<file path="src/hw/rtl/bba_pkg.sv">
// Shared codes, types and records for the buddy block allocator.
package bba_pkg;

	// Tree node codes
	typedef enum logic [1:0] {
		NODE_ABSENT = 2'd0,
		NODE_FREE   = 2'd1,
		NODE_SPLIT  = 2'd2,
		NODE_USED   = 2'd3
	} node_t;

	// Result status codes
	localparam logic [1:0] ST_OK       = 2'd0;
	localparam logic [1:0] ST_NO_SPACE = 2'd1;
	localparam logic [1:0] ST_NO_OWNER = 2'd2;

	// Widths of order values (k, depth) inside the datapath
	localparam int unsigned KW = 5;

	typedef enum logic [4:0] {
		ST_CLEAR,
		ST_IDLE,
		ST_START,
		ST_EX_RD,
		ST_EX_CHK,
		ST_LV_RD,
		ST_LV_CHK,
		ST_SPLIT,
		ST_SPLIT_R,
		ST_MARK,
		ST_FR_RD,
		ST_FR_CHK,
		ST_MG_RD,
		ST_MG_CHK,
		ST_MG_W2,
		ST_MG_W3,
		ST_DONE
	} ctl_state_t;

	typedef enum logic [4:0] {
		OP_NONE,
		OP_CLEAR,
		OP_LOAD,
		OP_EX_RD,
		OP_EX_TAKE,
		OP_EX_NEXT,
		OP_LV_START,
		OP_LV_RD,
		OP_LV_STEP,
		OP_LV_TAKE,
		OP_FAIL_SIZE,
		OP_SPLIT_W,
		OP_SPLIT_R,
		OP_MARK,
		OP_FR_RD,
		OP_FR_HIT,
		OP_FR_NEXT,
		OP_FAIL_OWNER,
		OP_MG_RD,
		OP_MG_W1,
		OP_MG_W2,
		OP_MG_W3
	} dp_op_t;

	typedef struct packed {
		logic is_free;
		logic k_over;
		logic d_zero;
		logic node_free;
		logic ex_last;
		logic lv_last;
		logic dd_last;
		logic found_any;
		logic split_more;
		logic slot_hit;
		logic slot_last;
		logic node_root;
		logic clr_last;
	} dp_status_t;

	typedef struct packed {
		logic [1:0] status;
		logic [9:0] offset;
		logic [3:0] order;
	} result_t;

endpackage

</file>
<file path="src/hw/rtl/bba_ctrl.sv">
// Controller: sequences clearing, allocate scans, splits, free search and merges.
module bba_ctrl import bba_pkg::*; (
	input  logic       clk,
	input  logic       arst_n,
	input  logic       in_valid,
	output logic       in_ready,
	input  logic       out_free,
	output logic       out_load,
	input  dp_status_t st,
	output dp_op_t     op
);

	ctl_state_t state_q, state_d;

	always_ff @(posedge clk or negedge arst_n) begin
		if (!arst_n)
			state_q <= ST_CLEAR;
		else
			state_q <= state_d;
	end

	always_comb begin
		state_d  = state_q;
		op       = OP_NONE;
		in_ready = 1'b0;
		out_load = 1'b0;
		unique case (state_q)
			ST_CLEAR: begin
				op = OP_CLEAR;
				if (st.clr_last)
					state_d = ST_IDLE;
			end
			ST_IDLE: begin
				in_ready = 1'b1;
				if (in_valid) begin
					op      = OP_LOAD;
					state_d = ST_START;
				end
			end
			ST_START: begin
				if (st.is_free)
					state_d = ST_FR_RD;
				else if (st.k_over) begin
					op      = OP_FAIL_SIZE;
					state_d = ST_DONE;
				end else
					state_d = ST_EX_RD;
			end
			ST_EX_RD: begin
				op      = OP_EX_RD;
				state_d = ST_EX_CHK;
			end
			ST_EX_CHK: begin
				if (st.node_free) begin
					op      = OP_EX_TAKE;
					state_d = ST_MARK;
				end else if (st.ex_last) begin
					if (st.d_zero) begin
						op      = OP_FAIL_SIZE;
						state_d = ST_DONE;
					end else begin
						op      = OP_LV_START;
						state_d = ST_LV_RD;
					end
				end else begin
					op      = OP_EX_NEXT;
					state_d = ST_EX_RD;
				end
			end
			ST_LV_RD: begin
				op      = OP_LV_RD;
				state_d = ST_LV_CHK;
			end
			ST_LV_CHK: begin
				if (st.lv_last && st.dd_last) begin
					if (st.found_any) begin
						op      = OP_LV_TAKE;
						state_d = ST_SPLIT;
					end else begin
						op      = OP_FAIL_SIZE;
						state_d = ST_DONE;
					end
				end else begin
					op      = OP_LV_STEP;
					state_d = ST_LV_RD;
				end
			end
			ST_SPLIT: begin
				if (st.split_more) begin
					op      = OP_SPLIT_W;
					state_d = ST_SPLIT_R;
				end else
					state_d = ST_MARK;
			end
			ST_SPLIT_R: begin
				op      = OP_SPLIT_R;
				state_d = ST_SPLIT;
			end
			ST_MARK: begin
				op      = OP_MARK;
				state_d = ST_DONE;
			end
			ST_FR_RD: begin
				op      = OP_FR_RD;
				state_d = ST_FR_CHK;
			end
			ST_FR_CHK: begin
				if (st.slot_hit) begin
					op      = OP_FR_HIT;
					state_d = ST_MG_RD;
				end else if (st.slot_last) begin
					op      = OP_FAIL_OWNER;
					state_d = ST_DONE;
				end else begin
					op      = OP_FR_NEXT;
					state_d = ST_FR_RD;
				end
			end
			ST_MG_RD: begin
				if (st.node_root)
					state_d = ST_DONE;
				else begin
					op      = OP_MG_RD;
					state_d = ST_MG_CHK;
				end
			end
			ST_MG_CHK: begin
				if (st.node_free) begin
					op      = OP_MG_W1;
					state_d = ST_MG_W2;
				end else
					state_d = ST_DONE;
			end
			ST_MG_W2: begin
				op      = OP_MG_W2;
				state_d = ST_MG_W3;
			end
			ST_MG_W3: begin
				op      = OP_MG_W3;
				state_d = ST_MG_RD;
			end
			ST_DONE: begin
				// hold the result until the output register frees up
				if (out_free) begin
					out_load = 1'b1;
					state_d  = ST_IDLE;
				end
			end
			default: state_d = ST_CLEAR;
		endcase
	end

endmodule

</file>
<file path="config.mk">
export PLATFORM = sky130hd
export DESIGN_NAME = bba_ctrl
export DESIGN_NICKNAME = d
export VERILOG_FILES = /design/src/hw/rtl/bba_pkg.sv /design/src/hw/rtl/bba_ctrl.sv
export SDC_FILE = /design/constraint.sdc
export NUM_CORES = 1
export LEC_CHECK = 0
export ABC_CLOCK_PERIOD_IN_PS = 2660
export BUFFER_PORTS_ARGS = -buffer_cell sky130_fd_sc_hd__buf_2
export CAP_MARGIN = 5
export CORE_MARGIN = 2
export CORE_UTILIZATION = 30
export CTS_CLUSTER_SIZE = 8
export DETAILED_ROUTE_END_ITERATION = 8
export PLACE_DENSITY = 0.54
export SLEW_MARGIN = 10
export SYNTH_ARGS = -nofsm -noshare
export SYNTH_HDL_FRONTEND = slang
export SYNTH_SLANG_ARGS = --single-unit
export TNS_END_PERCENT = 10
</file>
<file path="constraint.sdc">
create_clock -name clk -period 2.66 [get_ports clk]
set_clock_uncertainty 0.15 [all_clocks]
set_input_delay 0.399 -clock clk [delete_from_list [all_inputs] [get_ports clk]]
set_output_delay 0.399 -clock clk [all_outputs]
set_load 0.05 [all_outputs]
</file>
## Word-level counts from Yosys, hierarchy flattened

Index checks and enable logic that the tools add are counted.

- Bits in registers: 5
- Bits of input ports: 17
- Output and inout port bits: 7

- Equality and inequality tests: 19
- Multiplexer cells: 33
- Reductions and logical operators: 3

Operator list:

| cell | count |
|---|---|
| $mux W5 | 20 |
| $pmux W5 S17 | 1 |
| $pmux W5 S16 | 1 |
| $eq A5 B4 Y1 const B | 8 |
| $eq A5 B3 Y1 const B | 4 |
| $mux W4 | 4 |
| $eq A5 B2 Y1 const B | 2 |
| $ne A2 B2 Y1 const B | 3 |
| $eq A5 B1 Y1 const B | 1 |
| $eq A5 B5 Y1 const B | 1 |
| $logic_not A5 Y1 | 1 |
| $mux W1 | 5 |
| $mux W2 | 2 |
| $reduce_and A3 Y1 | 1 |
| $logic_and A1 B1 Y1 | 1 |

## Depth between registers and ports, before layout

Gate-level depths: netlist (run 1).

- Depth after elaboration: 4
- Depth in mapped cells: 6

## Least setup slack after synthesis (run 1)

OpenSTA, ideal clock, no wires.

- Path type: register to output
- Start point: register state_q[1]
- End point: output port op[1]
- Arrival time: 2.453 ns
- Setup slack: -0.342 ns
- Stages on the path, launching flop included: 6
- Buffers on the path: 1
- Cells stage by stage: dfrtp_1 -> buf_6 -> or4b_4 -> nor2_1 -> a22oi_1 -> o2111ai_1

- Longest elaborated chain between the ends: 2

RTL lines:

| item | RTL line | RTL |
|---|---|---|
| start, declared | bba_ctrl.sv:13 | `ctl_state_t state_q, state_d;` |
| start signal, assigned | bba_ctrl.sv:19 | `state_q <= state_d;` |
| $eq A5 B4 Y1 (tied with other cells) | bba_ctrl.sv:27 | `unique case (state_q)` |
| $pmux W5 S16 (*) | bba_ctrl.sv:27 |  |
| end, declared | bba_ctrl.sv:10 | `output dp_op_t op` |

Mark *: on every way between the ends. The rest lies on a longest branch, timed or not.

## Final worst setup path (run 1)

- Start point: register state_q[3]
- End point: output port op[3]

Same word-level chain as after synthesis.

==> results of run 1 <==
timing repair:
action                     4_1_cts  5_1_grt
hold endpoints to repair         5        0
setup endpoints to repair        0        3
hold buffers                     1        0
gates resized for setup          0        6
cell type report:
class	instances	area (µm²)
clock buffer	4	26.3
fill	310	1640
inverter	7	26.3
multi-input combinational	93	634
sequential	5	128
tap	31	38.8
timing repair buffer	32	193
worst max-delay path, delay by kind of cell, from the launching register on:
kind | cells | cell delay [ps]
and+or+nand+nor | 3 | 700
buffers and inverters | 2 | 480
DFF | 1 | 450
AOI/OAI and AO/OA | 1 | 110
how the worst max path moves through the flow:
stage                     from    end  cells past startpoint
floorplan           state_q[1]  op[1]                      5
global placement    state_q[3]  op[0]                      6
detailed placement  state_q[3]  op[3]                      6
CTS                 state_q[3]  op[3]                      6
global route        state_q[3]  op[0]                      6
finish              state_q[3]  op[3]                      6
synth_stat cells (2+ instances only):
cell       count  area (µm²)
or3_1          4        25.0
buf_6          2        22.5
buf_2          2        10.0
and3_1         2        12.5
nand4_1        2        12.5
mux2i_1        2        20.0
inv_1          4        15.0
o2111ai_1      5        43.8
o31ai_1        2        15.0
buf_1          2        7.51
and4_1         2        17.5
inv_2          2        7.51
o21ai_1        2        10.0
nand2_1        5        18.8
dfrtp_1        5         125
a22oi_1        3        22.5
o211ai_1       4        30.0
nand3b_1       4        30.0
nor2b_1        4        25.0
nor2_1        10        37.5
o21ai_0        2        10.0
nand3_1        3        15.0
a21oi_1        9        45.0
nor3_1         3        15.0
a31oi_1        2        12.5
clkbuf_1       4        15.0
nand2b_1       4        25.0
logic make-up after synthesis:
logic type	count (synthesis)	synth area share, %
and+or+nand+nor	53	39.5
AOI/OAI and AO/OA	37	32.1
buffers and inverters	17	9.83
DFF	5	15.1
muxes	2	2.42
xor gates and xnor gates	1	1.06
power breakdown:
part | switching [mW] | total [mW] | internal [mW]
clock | 0.0286 | 0.0852 | 0.0566
combinational | 0.558 | 0.892 | 0.333
sequential | 0.0529 | 0.161 | 0.108
total | 0.640 | 1.14 | 0.498
metal layers:
layer  GRT usage, %  routed length [µm]  up-vias
met5              0                   0        -
met4           2.04                   0        0
met3           3.23                 157        0
met2           26.1                1140       35
met1           22.9                1130      464
li1               -                   -      494
metrics by stage:
stage                     utilization [%]  instance area [µm²]  worst slack, ps
after floorplan                         -                  835            -55.9
after global placement               37.0                  993              286
after detailed placement             37.0                  993              294
after CTS                            38.3                 1030             19.2
after global routing                 38.9                 1050             17.6
final                                38.9                 1050              132
==> flow_metrics.tcl, run 1 <==
set metrics [dict create \
    status "completed" \
    crit_slowest_cell "dfrtp_1" \
    ys_seq_area_share_pct 15.1 \
    start_util_pct 30.8 \
    io_buffers 23 \
    post_cts_buffers 0 \
    largest_reg_flops 5 \
    die_w_um 56.5 \
    synth_ff_type "dfrtp_1" \
    grt_max_degree 14 \
    tns_ps 0 \
    nets 159 \
    min-delay-start "st[12]" \
    slowest_delay_ps 450 \
    grt_use_total_pct 16.2 \
    diodes 0 \
    synth_edf_count 0 \
    via_per_inst 5.77 \
    instances_no_fill 172 \
    worst_pin_slew_ps 416 \
    cap_violations 0 \
    vdd_drop_max_mv 0.610 \
    antenna_found_initial 0 \
    cts_tree "yes" \
    hold_end "state_q[3]" \
    yosysUniqueCellTypes 47 \
    finalCriticalPeriod_ps 2530 \
    drive_gt1_share_pct 31.9 \
    rsz0062_at_grt "no" \
    power_density_nw_per_um2 1090 \
    path_max_fanout 10 \
    worst_hold_path_type "input pin to flop" \
    r2r_cells 4 \
    cts_sinks 5 \
    fmax_ghz 0.396 \
    ios 24 \
    final-hold-violation-count 0 \
    yosysWarnings 0 \
    totalPowerFinal_mw 1.14 \
    htreeDepth 1 \
    r2r-start "state_q[1]" \
    finalSetupViolations 0 \
    grt_overflow 0 \
    r2r_slack_ps 760 \
    num_vias 993 \
    clock_latency_ps 240 \
    syn_avg_cell_area_um2 7.19 \
    grt_pass1_wl_mm 4.19 \
    dp_cells 167 \
    holdWs_ps 300 \
    cp.required_ps 2110 \
    largest_registers "state_q: 5 flops" \
    crit_type "flop to primary output" \
    rows 19 \
    top_register "state_q" \
    end_kind "primary output" \
    slew_viol_final 0 \
    layout_commonest_cell "buf_2" \
    cp.arrival_ps 1980 \
    ant_nets 0 \
    gp_congestion 0.926 \
    ys_ff_latch 5 \
    fin_crit_sh_pct 95.1 \
    area_growth_pct 26.5 \
    synth_cells 115 \
    dieArea_um2 3190 \
    post_drt_wl_per_cell_um 14.1 \
    coreArea_um2 2690 \
    clk_pin_slew_ps 40 \
    synth_area_um2 827 \
    die_h_um 56.5 \
    grt_pass1_vias 893 \
    critPathLaunchType "flop" \
    r2r-end "state_q[0]" \
    hold_depth 3 \
    syn-num-nets 132 \
    numCtsBuffers 3 \
    drtIter0Drc 41 \
    wl_mm 2.43 \
    p_leak_nw 0.442 \
    drc 0 \
    clock_path_buffers 2 \
    cts_root_buf "clkbuf_4" \
    layout_common_cells "buf_2, a21oi_1, nor2_1" \
    relSlewSlack_pct 71.6 \
    dr.pass1.iters 4 \
    async_flop_share_pct 100 \
    crit_chain "buf_4, nor3b_4, and4_1, nand2_1, o211ai_1, clkbuf_4" \
    dp_hpwl_mm 1.96 \
]
Power figures use the tool's default switching activity.
==> run 2: changes to the inputs <==
BUFFER_PORTS_ARGS = -buffer_cell sky130_fd_sc_hd__buf_4   (was -buffer_cell sky130_fd_sc_hd__buf_2)
==> flow_metrics.tcl, run 2 (synthesis results as in run 1) <==
set metrics [dict create \
    grtUsageMet3_pct 2.53 \
    diodes 0 \
    drtIter0Drc 30 \
    coreArea_um2 2690 \
    gp_congestion 0.910 \
    cp.required_ps 2110 \
    finalCriticalPeriod_ps 2530 \
    place_area_um2 1040 \
    grt_max_degree 21 \
    min-delay-start "st[12]" \
    via_per_inst 5.78 \
    post_cts_buffers 0 \
    tns_ps 0 \
    rows 19 \
    layout_common_cells "buf_4, a21oi_1, nor2_1" \
    crit_slowest_cell "or4b_4" \
    dieArea_um2 3190 \
    r2r_slack_ps 630 \
    worst_pin_slew_ps 415 \
    met1_usage_pct 23.7 \
    finalSetupViolations 0 \
    clk_pin_slew_ps 40 \
    use_met2_pct 27.2 \
    relSlewSlack_pct 71.6 \
    slowest_delay_ps 590 \
    wl_mm 2.61 \
    stdcell_area_um2 1080 \
    drive_gt1_share_pct 33.8 \
    hold_depth 3 \
    htreeDepth 1 \
    cts_sinks 5 \
    nets 157 \
    clock_path_buffers 2 \
    grt_pass1_vias 929 \
    rsz0062_at_grt "no" \
    p_leak_nw 0.445 \
    crit_type "flop to primary output" \
    clock_latency_ps 240 \
    cts_tree "yes" \
    dp_hpwl_mm 2.01 \
    largest_reg_flops 5 \
    dr.pass1.iters 4 \
    path_max_fanout 14 \
    ant_nets 0 \
    final-hold-violation-count 0 \
    ios 24 \
    power_density_nw_per_um2 1060 \
    r2r-end "state_q[4]" \
    worst_hold_path_type "input pin to flop" \
    grt_overflow 0 \
    numCtsBuffers 3 \
    grt_pass1_wl_mm 4.35 \
    grt_use_total_pct 17.0 \
    r2r_cells 5 \
    r2r-start "state_q[2]" \
    hold_end "state_q[3]" \
    drc 0 \
    status "completed" \
    area_growth_pct 31.2 \
    fmax_ghz 0.395 \
    cp.arrival_ps 1980 \
    top_register "state_q" \
    top_usage_layer "met2" \
    largest_registers "state_q: 5 flops" \
    die_h_um 56.5 \
    num_vias 983 \
    cap_violations 0 \
    start_util_pct 30.8 \
    layout_commonest_cell "buf_4" \
    cts_root_buf "clkbuf_4" \
    crit_chain "or4b_4, nor2_2, a22oi_1, o2111ai_1, buf_4" \
    antenna_found_initial 0 \
    slew_viol_final 0 \
    fin_crit_sh_pct 95.2 \
    vdd_drop_max_mv 0.798 \
    die_w_um 56.5 \
    end_kind "primary output" \
    critPathLaunchType "flop" \
    io_buffers 23 \
    post_drt_wl_per_cell_um 15.4 \
]
-- run 2: changes by cell type in the layout (fill, tap and decap cells not counted), sizes merged --
cell,previous run,this run
buf,28,29
clkbuf,7,4
-- run 2: what timing repair did --
action | CTS | global route
setup endpoints to repair | 1 | 4
gates resized for setup | 1 | 5
pin swaps | 0 | 0
hold buffers | 1 | 0
hold endpoints to repair | 5 | 0
-- run 2: through the flow --
stage	cells	utilization (%)	hold slack, ps	power [mW]	setup slack [ps]
floorplan	115	-	-46.6	0.821	-55.9
global placement	165	38.6	52.0	1.05	273
detailed placement	165	38.6	52.3	1.05	276
CTS	170	40.0	275	1.15	0.0453
global route	170	40.4	289	1.24	42.6
finish	170	40.4	270	1.15	129
-- run 2: critical path, delay by kind of cell (launching register included) --
kind                   cells  cell delay (ps)
AO/OA/AOI/OAI              2              270
buffers and inverters      1              230
flip-flops                 1              510
AND/OR/NAND/NOR            2              730
-- run 2: how the worst max path moves through the flow --
stage | from | to | slack, ps | cells past startpoint
global placement | state_q[3] | op[1] | 270 | 5
global route | state_q[2] | op[4] | 40 | 5
floorplan | state_q[1] | op[1] | -60 | 5
CTS | state_q[3] | op[1] | 0.05 | 5
detailed placement | state_q[3] | op[1] | 280 | 5
finish | state_q[1] | op[1] | 130 | 5
-- run 2: per-layer routing --
| metal | wire length (µm) | up-vias |
|---|---|---|
| met5 | 0 | - |
| met4 | 26 | 0 |
| met3 | 147 | 2 |
| met2 | 1250 | 36 |
| met1 | 1190 | 452 |
| li1 | - | 493 |
-- run 2: cell type report --
class,instances,area (µm²)
clock buffers,4,26.3
fillers,277,1600
inverters,7,26.3
multi-input cells,93,636
flip-flops and latches,5,130
well taps,31,38.8
repair buffers,30,228
-- run 2: where the power goes --
group	switching, mW	internal (mW)
Combinational	0.528	0.338
Clock	0.0292	0.0566
Sequential	0.0914	0.110
Total	0.649	0.504
